==> config.mk <==
export PLATFORM = sky130hd
export DESIGN_NAME = sorted_priority_queue_flat
export DESIGN_NICKNAME = d
export VERILOG_FILES = /design/src/rtl/spq_pkg.sv /design/src/rtl/spq_req_if.sv /design/src/rtl/spq_rsp_if.sv /design/src/rtl/spq_cell.sv /design/src/rtl/sorted_priority_queue.sv /design/src/flat_wrapper.sv
export SDC_FILE = /design/constraint.sdc
export NUM_CORES = 2
export LEC_CHECK = 0
export ABC_AREA = 1
export BUFFER_PORTS_ARGS = -buffer_cell sky130_fd_sc_hd__buf_4
export CAP_MARGIN = 5
export CORE_MARGIN = 5
export CORE_UTILIZATION = 50
export DETAILED_ROUTE_END_ITERATION = 8
export PLACE_DENSITY = 0.67
export RECOVER_POWER = 100
export SETUP_SLACK_MARGIN = 0.3
export SYNTH_ARGS = -nofsm -noshare
export SYNTH_HDL_FRONTEND = slang
export SYNTH_SLANG_ARGS = --single-unit
==> constraint.sdc <==
create_clock -name clk -period 9.06 [get_ports clk]
set_clock_uncertainty 0.15 [all_clocks]
set_input_delay 0.906 -clock clk [delete_from_list [all_inputs] [get_ports clk]]
set_output_delay 0.906 -clock clk [all_outputs]
set_load 0.05 [all_outputs]
==> src/rtl/spq_pkg.sv <==
package spq_pkg;

  localparam int DEPTH_DEF     = 16;
  localparam int PRIO_BITS_DEF = 16;

  localparam int VALUE_W  = 32;
  localparam int PRIO_W   = 16;
  localparam int STATUS_W = 2;
  localparam int COUNT_W  = 5;

  localparam logic CMD_ENQ = 1'b0;
  localparam logic CMD_DEQ = 1'b1;

  localparam logic [STATUS_W-1:0] ST_OK    = 2'd0;
  localparam logic [STATUS_W-1:0] ST_EMPTY = 2'd1;
  localparam logic [STATUS_W-1:0] ST_FULL  = 2'd2;

  typedef struct packed {
    logic enq;
    logic deq;
  } spq_ctl_t;

endpackage

==> src/rtl/spq_req_if.sv <==
interface spq_req_if;
  import spq_pkg::*;

  logic                       valid;
  logic                       ready;
  logic                       command;
  logic signed [VALUE_W-1:0]  item_value;
  logic signed [PRIO_W-1:0]   item_priority;

  modport source (output valid, command, item_value, item_priority, input ready);
  modport sink   (input valid, command, item_value, item_priority, output ready);
endinterface

==> src/rtl/spq_rsp_if.sv <==
interface spq_rsp_if;
  import spq_pkg::*;

  logic                       valid;
  logic                       ready;
  logic signed [VALUE_W-1:0]  out_value;
  logic signed [PRIO_W-1:0]   out_priority;
  logic [STATUS_W-1:0]        status;
  logic                       queue_empty;
  logic [COUNT_W-1:0]         entry_count;

  modport source (output valid, out_value, out_priority, status, queue_empty, entry_count,
                  input ready);
  modport sink   (input valid, out_value, out_priority, status, queue_empty, entry_count,
                  output ready);
endinterface

==> src/rtl/spq_cell.sv <==
module spq_cell #(
  parameter int PRIORITY_BITS = spq_pkg::PRIO_BITS_DEF
) (
  input  logic                               clk,
  input  logic                               rst,
  input  spq_pkg::spq_ctl_t                  ctl,
  input  logic [spq_pkg::VALUE_W-1:0]        new_value,
  input  logic [PRIORITY_BITS-1:0]           new_prio,
  input  logic                               left_valid,
  input  logic                               left_ge,
  input  logic [spq_pkg::VALUE_W-1:0]        left_value,
  input  logic [PRIORITY_BITS-1:0]           left_prio,
  input  logic                               right_valid,
  input  logic [spq_pkg::VALUE_W-1:0]        right_value,
  input  logic [PRIORITY_BITS-1:0]           right_prio,
  output logic                               valid,
  output logic                               ge,
  output logic [spq_pkg::VALUE_W-1:0]        value,
  output logic [PRIORITY_BITS-1:0]           prio
);
  import spq_pkg::*;

  // entry stays in place when it ranks at or above the new item
  assign ge = valid && ($signed(prio) >= $signed(new_prio));

  always_ff @(posedge clk) begin
    if (rst) begin
      valid <= 1'b0;
    end else if (ctl.enq && !ge) begin
      valid <= left_ge ? 1'b1 : left_valid;
    end else if (ctl.deq) begin
      valid <= right_valid;
    end
  end

  always_ff @(posedge clk) begin
    if (ctl.enq && !ge) begin
      if (left_ge) begin
        value <= new_value;
        prio  <= new_prio;
      end else begin
        value <= left_value;
        prio  <= left_prio;
      end
    end else if (ctl.deq) begin
      value <= right_value;
      prio  <= right_prio;
    end
  end

endmodule

==> src/rtl/sorted_priority_queue.sv <==
// Bounded priority queue of DEPTH entries kept sorted by descending signed priority in a
// row of cells; equal priorities leave in arrival order. Each req item is an enqueue
// (command 0) or a dequeue (command 1) and yields exactly one rsp item with the dequeued
// entry (zero otherwise), a status (ok, dequeue on empty, enqueue dropped when full), the
// empty flag and the entry count after the operation. An item is first registered, then
// every cell compares against the broadcast priority and inserts, holds or shifts in
// parallel, independent of DEPTH; the next item is taken only once the last is applied.
// The rsp register is separate, so the next item is taken while a result waits; a stalled
// rsp channel holds the registered operation back from the cells until it drains.
module sorted_priority_queue #(
  parameter int DEPTH         = spq_pkg::DEPTH_DEF,
  parameter int PRIORITY_BITS = spq_pkg::PRIO_BITS_DEF
) (
  input  logic      clk,
  input  logic      rst,
  spq_req_if.sink   req,
  spq_rsp_if.source rsp
);
  import spq_pkg::*;

  localparam int CW = $clog2(DEPTH + 1);

  logic                     busy;
  logic                     op_cmd;
  logic [VALUE_W-1:0]       op_value;
  logic [PRIORITY_BITS-1:0] op_prio;
  logic [CW-1:0]            count;
  logic [CW-1:0]            count_next;
  logic                     fire;
  logic                     full;
  logic                     empty;
  logic                     enq_ok;
  logic                     deq_ok;
  spq_ctl_t                 ctl;

  logic [PRIORITY_BITS+PRIO_W-1:0] in_ext;
  logic [PRIORITY_BITS+PRIO_W-1:0] head_ext;
  logic [CW+COUNT_W-1:0]           count_ext;

  logic                     c_valid [DEPTH];
  logic                     c_ge    [DEPTH];
  logic [VALUE_W-1:0]       c_value [DEPTH];
  logic [PRIORITY_BITS-1:0] c_prio  [DEPTH];

  assign in_ext    = {{PRIORITY_BITS{1'b0}}, req.item_priority};
  assign req.ready = !busy;

  always_ff @(posedge clk) begin
    if (rst) begin
      busy <= 1'b0;
    end else if (req.valid && req.ready) begin
      busy <= 1'b1;
    end else if (fire) begin
      busy <= 1'b0;
    end
  end

  always_ff @(posedge clk) begin
    if (req.valid && req.ready) begin
      op_cmd   <= req.command;
      op_value <= req.item_value;
      op_prio  <= in_ext[PRIORITY_BITS-1:0];
    end
  end

  assign fire   = busy && (!rsp.valid || rsp.ready);
  assign full   = c_valid[DEPTH-1];
  assign empty  = !c_valid[0];
  assign enq_ok = fire && (op_cmd == CMD_ENQ) && !full;
  assign deq_ok = fire && (op_cmd == CMD_DEQ) && !empty;
  assign ctl    = '{enq: enq_ok, deq: deq_ok};

  always_comb begin
    count_next = count;
    if (enq_ok) begin
      count_next = count + 1'b1;
    end else if (deq_ok) begin
      count_next = count - 1'b1;
    end
  end

  always_ff @(posedge clk) begin
    if (rst) begin
      count <= '0;
    end else begin
      count <= count_next;
    end
  end

  genvar i;
  generate
    for (i = 0; i < DEPTH; i++) begin : g_cell
      logic                     l_valid;
      logic                     l_ge;
      logic [VALUE_W-1:0]       l_value;
      logic [PRIORITY_BITS-1:0] l_prio;
      logic                     r_valid;
      logic [VALUE_W-1:0]       r_value;
      logic [PRIORITY_BITS-1:0] r_prio;

      if (i == 0) begin : g_head
        assign l_valid = 1'b0;
        assign l_ge    = 1'b1;
        assign l_value = '0;
        assign l_prio  = '0;
      end else begin : g_mid
        assign l_valid = c_valid[i-1];
        assign l_ge    = c_ge[i-1];
        assign l_value = c_value[i-1];
        assign l_prio  = c_prio[i-1];
      end

      if (i == DEPTH - 1) begin : g_tail
        assign r_valid = 1'b0;
        assign r_value = '0;
        assign r_prio  = '0;
      end else begin : g_body
        assign r_valid = c_valid[i+1];
        assign r_value = c_value[i+1];
        assign r_prio  = c_prio[i+1];
      end

      spq_cell #(
        .PRIORITY_BITS(PRIORITY_BITS)
      ) u_cell (
        .clk         (clk),
        .rst         (rst),
        .ctl         (ctl),
        .new_value   (op_value),
        .new_prio    (op_prio),
        .left_valid  (l_valid),
        .left_ge     (l_ge),
        .left_value  (l_value),
        .left_prio   (l_prio),
        .right_valid (r_valid),
        .right_value (r_value),
        .right_prio  (r_prio),
        .valid       (c_valid[i]),
        .ge          (c_ge[i]),
        .value       (c_value[i]),
        .prio        (c_prio[i])
      );
    end
  endgenerate

  assign head_ext  = {{PRIO_W{1'b0}}, c_prio[0]};
  assign count_ext = {{COUNT_W{1'b0}}, count_next};

  always_ff @(posedge clk) begin
    if (rst) begin
      rsp.valid <= 1'b0;
    end else if (fire) begin
      rsp.valid <= 1'b1;
    end else if (rsp.ready) begin
      rsp.valid <= 1'b0;
    end
  end

  always_ff @(posedge clk) begin
    if (fire) begin
      rsp.out_value    <= deq_ok ? c_value[0] : '0;
      rsp.out_priority <= deq_ok ? head_ext[PRIO_W-1:0] : '0;
      if (op_cmd == CMD_ENQ) begin
        rsp.status <= full ? ST_FULL : ST_OK;
      end else begin
        rsp.status <= empty ? ST_EMPTY : ST_OK;
      end
      rsp.queue_empty <= (count_next == '0);
      rsp.entry_count <= count_ext[COUNT_W-1:0];
    end
  end

endmodule
==> src/flat_wrapper.sv <==
// flat-port wrapper written by rule: the top's interface ports become plain ports
module sorted_priority_queue_flat import spq_pkg::*;
#(
  parameter int DEPTH         = spq_pkg::DEPTH_DEF,
  parameter int PRIORITY_BITS = spq_pkg::PRIO_BITS_DEF
)
  (clk, rst, req_valid, req_command, req_item_value, req_item_priority, req_ready, rsp_valid, rsp_out_value, rsp_out_priority, rsp_status, rsp_queue_empty, rsp_entry_count, rsp_ready);
  spq_req_if req_i ();
  spq_rsp_if rsp_i ();
  input  logic clk;
  input  logic rst;
  input wire logic [$bits(req_i.valid)-1:0] req_valid;
  input wire logic [$bits(req_i.command)-1:0] req_command;
  input wire logic [$bits(req_i.item_value)-1:0] req_item_value;
  input wire logic [$bits(req_i.item_priority)-1:0] req_item_priority;
  output wire logic [$bits(req_i.ready)-1:0] req_ready;
  output wire logic [$bits(rsp_i.valid)-1:0] rsp_valid;
  output wire logic [$bits(rsp_i.out_value)-1:0] rsp_out_value;
  output wire logic [$bits(rsp_i.out_priority)-1:0] rsp_out_priority;
  output wire logic [$bits(rsp_i.status)-1:0] rsp_status;
  output wire logic [$bits(rsp_i.queue_empty)-1:0] rsp_queue_empty;
  output wire logic [$bits(rsp_i.entry_count)-1:0] rsp_entry_count;
  input wire logic [$bits(rsp_i.ready)-1:0] rsp_ready;
  assign req_i.valid = req_valid;
  assign req_i.command = req_command;
  assign req_i.item_value = req_item_value;
  assign req_i.item_priority = req_item_priority;
  assign req_ready = req_i.ready;
  assign rsp_valid = rsp_i.valid;
  assign rsp_out_value = rsp_i.out_value;
  assign rsp_out_priority = rsp_i.out_priority;
  assign rsp_status = rsp_i.status;
  assign rsp_queue_empty = rsp_i.queue_empty;
  assign rsp_entry_count = rsp_i.entry_count;
  assign rsp_i.ready = rsp_ready;
  sorted_priority_queue #(.DEPTH(DEPTH), .PRIORITY_BITS(PRIORITY_BITS)) u_core (.clk(clk), .rst(rst), .req(req_i), .rsp(rsp_i));
endmodule
==> impl_metrics.csv <==
group,metric,value,unit
outcome,status,"finished, violations left",
outcome,violations,"capacitance limit, slew limit",
floorplanning,die_height,329.8,um
cts,clk_pin_slew,0.06,ns
synthesis,async_flop_share,0,
sta,hold_viol,0,
sta,finalSetupTns,0,ns
placement,dp_hpwl,94390,um
synthesis,synth_cell_type_count,39,
cts,cts_hold_buf,0,
setup_path,critical_path_class,"flop to flop",
synthesis,synth_seq_area_share,0.5218,
detailed_routing,first_iter_violations,4817,
cells_and_area,diodes,0,
floorplanning,io_pins,111,
power,ir_worst_vdd,138.7,uV
cells_and_area,drive_gt1_frac,0.05728,
synthesis,avgSynthCellArea,8.630,sq um
global_routing,grt_start_max_net_pins,113,
sta,rsz0062_at_grt,"false",
detailed_routing,num_vias,40100,
setup_path,crit_required,8.85,ns
synthesis,synthCells,5924,
sta,slew_violations,1548,
power,powerDensity,189.5,nW/um^2
cts,cts_htree_levels,3,
synthesis,synth_fp_nets,6219,
sta,fmax,0.1441,GHz
detailed_routing,drt_first_pass_iters,5,
cts,clock_latency,0.67,ns
cells_and_area,fin_util,0.5360,
setup_path,critPathArrivalTime,6.73,ns
detailed_routing,wl_per_cell,18.65,um
cts,clock_sinks,896,
synthesis,ys_ff_latch,896,
setup_path,ff2ff_path_depth,14,
synthesis,yosys_warnings,0,
placement,port_buffers,110,
setup_path,rr_startpoint,"u_core.op_prio[5]",
sta,setup_viol,0,
floorplanning,coreArea,101700,sq um
floorplanning,die_area,108700,sq um
cells_and_area,layout_commonest_cell,"nand2_1",
synthesis,synth_edf_count,873,
cells_and_area,layout_common_cells,"nand2_1 (2,223), edfxtp_1 (873), o21ai_0 (815)",
floorplanning,fp-row-count,117,
cells_and_area,num-nets-final,6080,
cts,cts-root-buf,"clkbuf_16",
sta,slew_headroom,-1.678,
sta,period_needed,6.941,ns
power,p_leak,23.72,nW
global_routing,grt-ovfl-total,0,
setup_path,r2r_end,"u_core.g_cell[3].u_cell.value[13]",
detailed_routing,routed_wl,134900,um
setup_path,crit_start,"u_core.op_prio[5]",
floorplanning,die_x,329.8,um
detailed_routing,antenna_left,0,
global_routing,antenna_found_initial,2,
setup_path,crit_fanout,53,
cts,numCtsBuffers,98,
floorplanning,initial_core_util,0.5025,
cts,cts_tree,"done",
sta,worstMarginPinSlew,4.017,ns
sta,finalCritPeriodShare,0.7662,
setup_path,endpoint,"u_core.g_cell[3].u_cell.value[13]",
placement,gp_congestion,0.9041,
synthesis,synthFlopType,"edfxtp_1",
global_routing,grt_use_total,0.2408,
global_routing,grt_pass1_wl,211400,um
cells_and_area,area_growth,6.669,%
min_path,holdCritPathClass,"primary input to flop",
detailed_routing,drcViolationCount,0,
synthesis,syn_area,51120,sq um
cts,cts_setup_buffers,0,
cts,cts_resized,0,
flow_run,cap_violations,29,
min_path,hold_path_depth,1,
cts,cts.path.max_buffers,3,
setup_path,cp-start-kind,"flop",
global_routing,grt_pass1_vias,36490,
setup_path,ff2ff_setup_slack,2.12,ns
setup_path,cp-end-kind,"flop",
detailed_routing,via_per_inst,5.543,
## worst min-delay path by stage
stage / start / endpoint / slack, ns
2_1_floorplan: u_core.g_cell[15].u_cell.valid / u_core.g_cell[15].u_cell.valid / 0.30
3_3_place_gp: u_core.g_cell[15].u_cell.valid / u_core.g_cell[15].u_cell.valid / 0.31
3_5_place_dp: u_core.g_cell[15].u_cell.valid / u_core.g_cell[15].u_cell.valid / 0.32
4_1_cts: req_item_value[19] / u_core.op_value[19] / 0.21
5_1_grt: req_item_value[28] / u_core.op_value[28] / 0.25
6_report: req_item_value[25] / u_core.op_value[25] / 0.27
## final cells by class
class / instances / area [sq um]
clock buffer: 129 / 2661
clock inverter: 52 / 600.6
fill: 9447 / 47210
inverter: 324 / 1226
multi-input combinational: 4308 / 20790
sequential: 896 / 26680
tap: 1368 / 1712
timing repair buffer: 157 / 868.3
## cell usage after synthesis, types with 13 or more instances
master | instances | area (sq um)
a21oi_1 | 208 | 1041
buf_2 | 133 | 665.6
buf_4 | 48 | 360.4
buf_6 | 35 | 394.1
clkbuf_1 | 173 | 649.4
dfxtp_1 | 23 | 460.4
edfxtp_1 | 873 | 26220
ha_1 | 242 | 3028
inv_1 | 306 | 1149
inv_2 | 16 | 60.06
nand2_1 | 2215 | 8314
nand2_2 | 15 | 93.84
nand2_4 | 18 | 202.7
nand3_1 | 361 | 1807
nand3_2 | 13 | 130.1
nand4_1 | 32 | 200.2
nor2_1 | 238 | 893.4
nor2_2 | 16 | 100.1
o21ai_0 | 662 | 3313
o21ai_1 | 154 | 770.7
o21ai_2 | 104 | 910.9
## state kept, by name, summed over array words and instances, names as in the netlist
name and count:
u_core.op_cmd 1, u_core.g_cell.u_cell.prio 256, u_core.op_prio 16, u_core.rsp.out_value 32, u_core.rsp.out_priority 16, u_core.g_cell.u_cell.valid 16, u_core.op_value 32, u_core.g_cell.u_cell.value 512
u_core.busy 1, u_core.rsp.entry_count 5, u_core.rsp.valid 1, u_core.count 5, u_core.rsp.queue_empty 1, u_core.rsp.status 2
## critical path, stage by stage, from the launching register on
cell	delay (ns)
edfxtp_1	0.35
clkbuf_1	0.16
inv_1	0.47
clkbuf_1	0.67
ha_1	0.37
nand2_1	0.06
nand2_1	0.04
nand2_1	0.05
nand2_1	0.04
nand3_1	0.11
nand4_1	0.11
nand3_1	0.15
nand2_4	0.28
nand2_1	1.38
nand2_1	1.77
## logic make-up (layout without fill, tap and decap cells)
logic type	Yosys count	in the layout	share of synthesized area
AOI/OAI and AO/OA	1143	1143	0.1204
xor gates and xnor gates	4	4	0.0008323
adders and majority gates	242	242	0.05923
buffers and inverters	720	662	0.06615
DFF	896	896	0.5218
and+or+nand+nor	2919	2919	0.2316
## metrics by stage
step                hold slack (ns)  area, sq um  worst slack (ns)  std cells  total power, mW
global placement             0.3146        51930             3.613       7053            6.276
detailed placement           0.3249        51930             3.539       7053            6.310
CTS                          0.2148        55190             3.514       7234            10.40
finish                       0.2698        54530             2.119       7234            10.33
floorplan                    0.3040        51120             4.618       5924            5.948
global route                 0.2529        54530             1.600       7234            10.75
## report_power, final
group | switching, mW | internal [mW] | leakage [nW]
Sequential | 0.152 | 4.85 | 8.29
Combinational | 0.869 | 0.345 | 13.8
Clock | 1.71 | 2.41 | 1.60
## metal layers
| layer | up-vias | track usage | wire [um] |
|---|---|---|---|
| met2 | 1712 | 0.3466 | 55640 |
| met5 | - | 0 | 14 |
| met1 | 18580 | 0.3822 | 63550 |
| li1 | 19660 | - | - |
| met3 | 150 | 0.04153 | 13280 |
| met4 | 2 | 0.04983 | 2401 |
No activity file was read; power rests on OpenSTA's default activity.
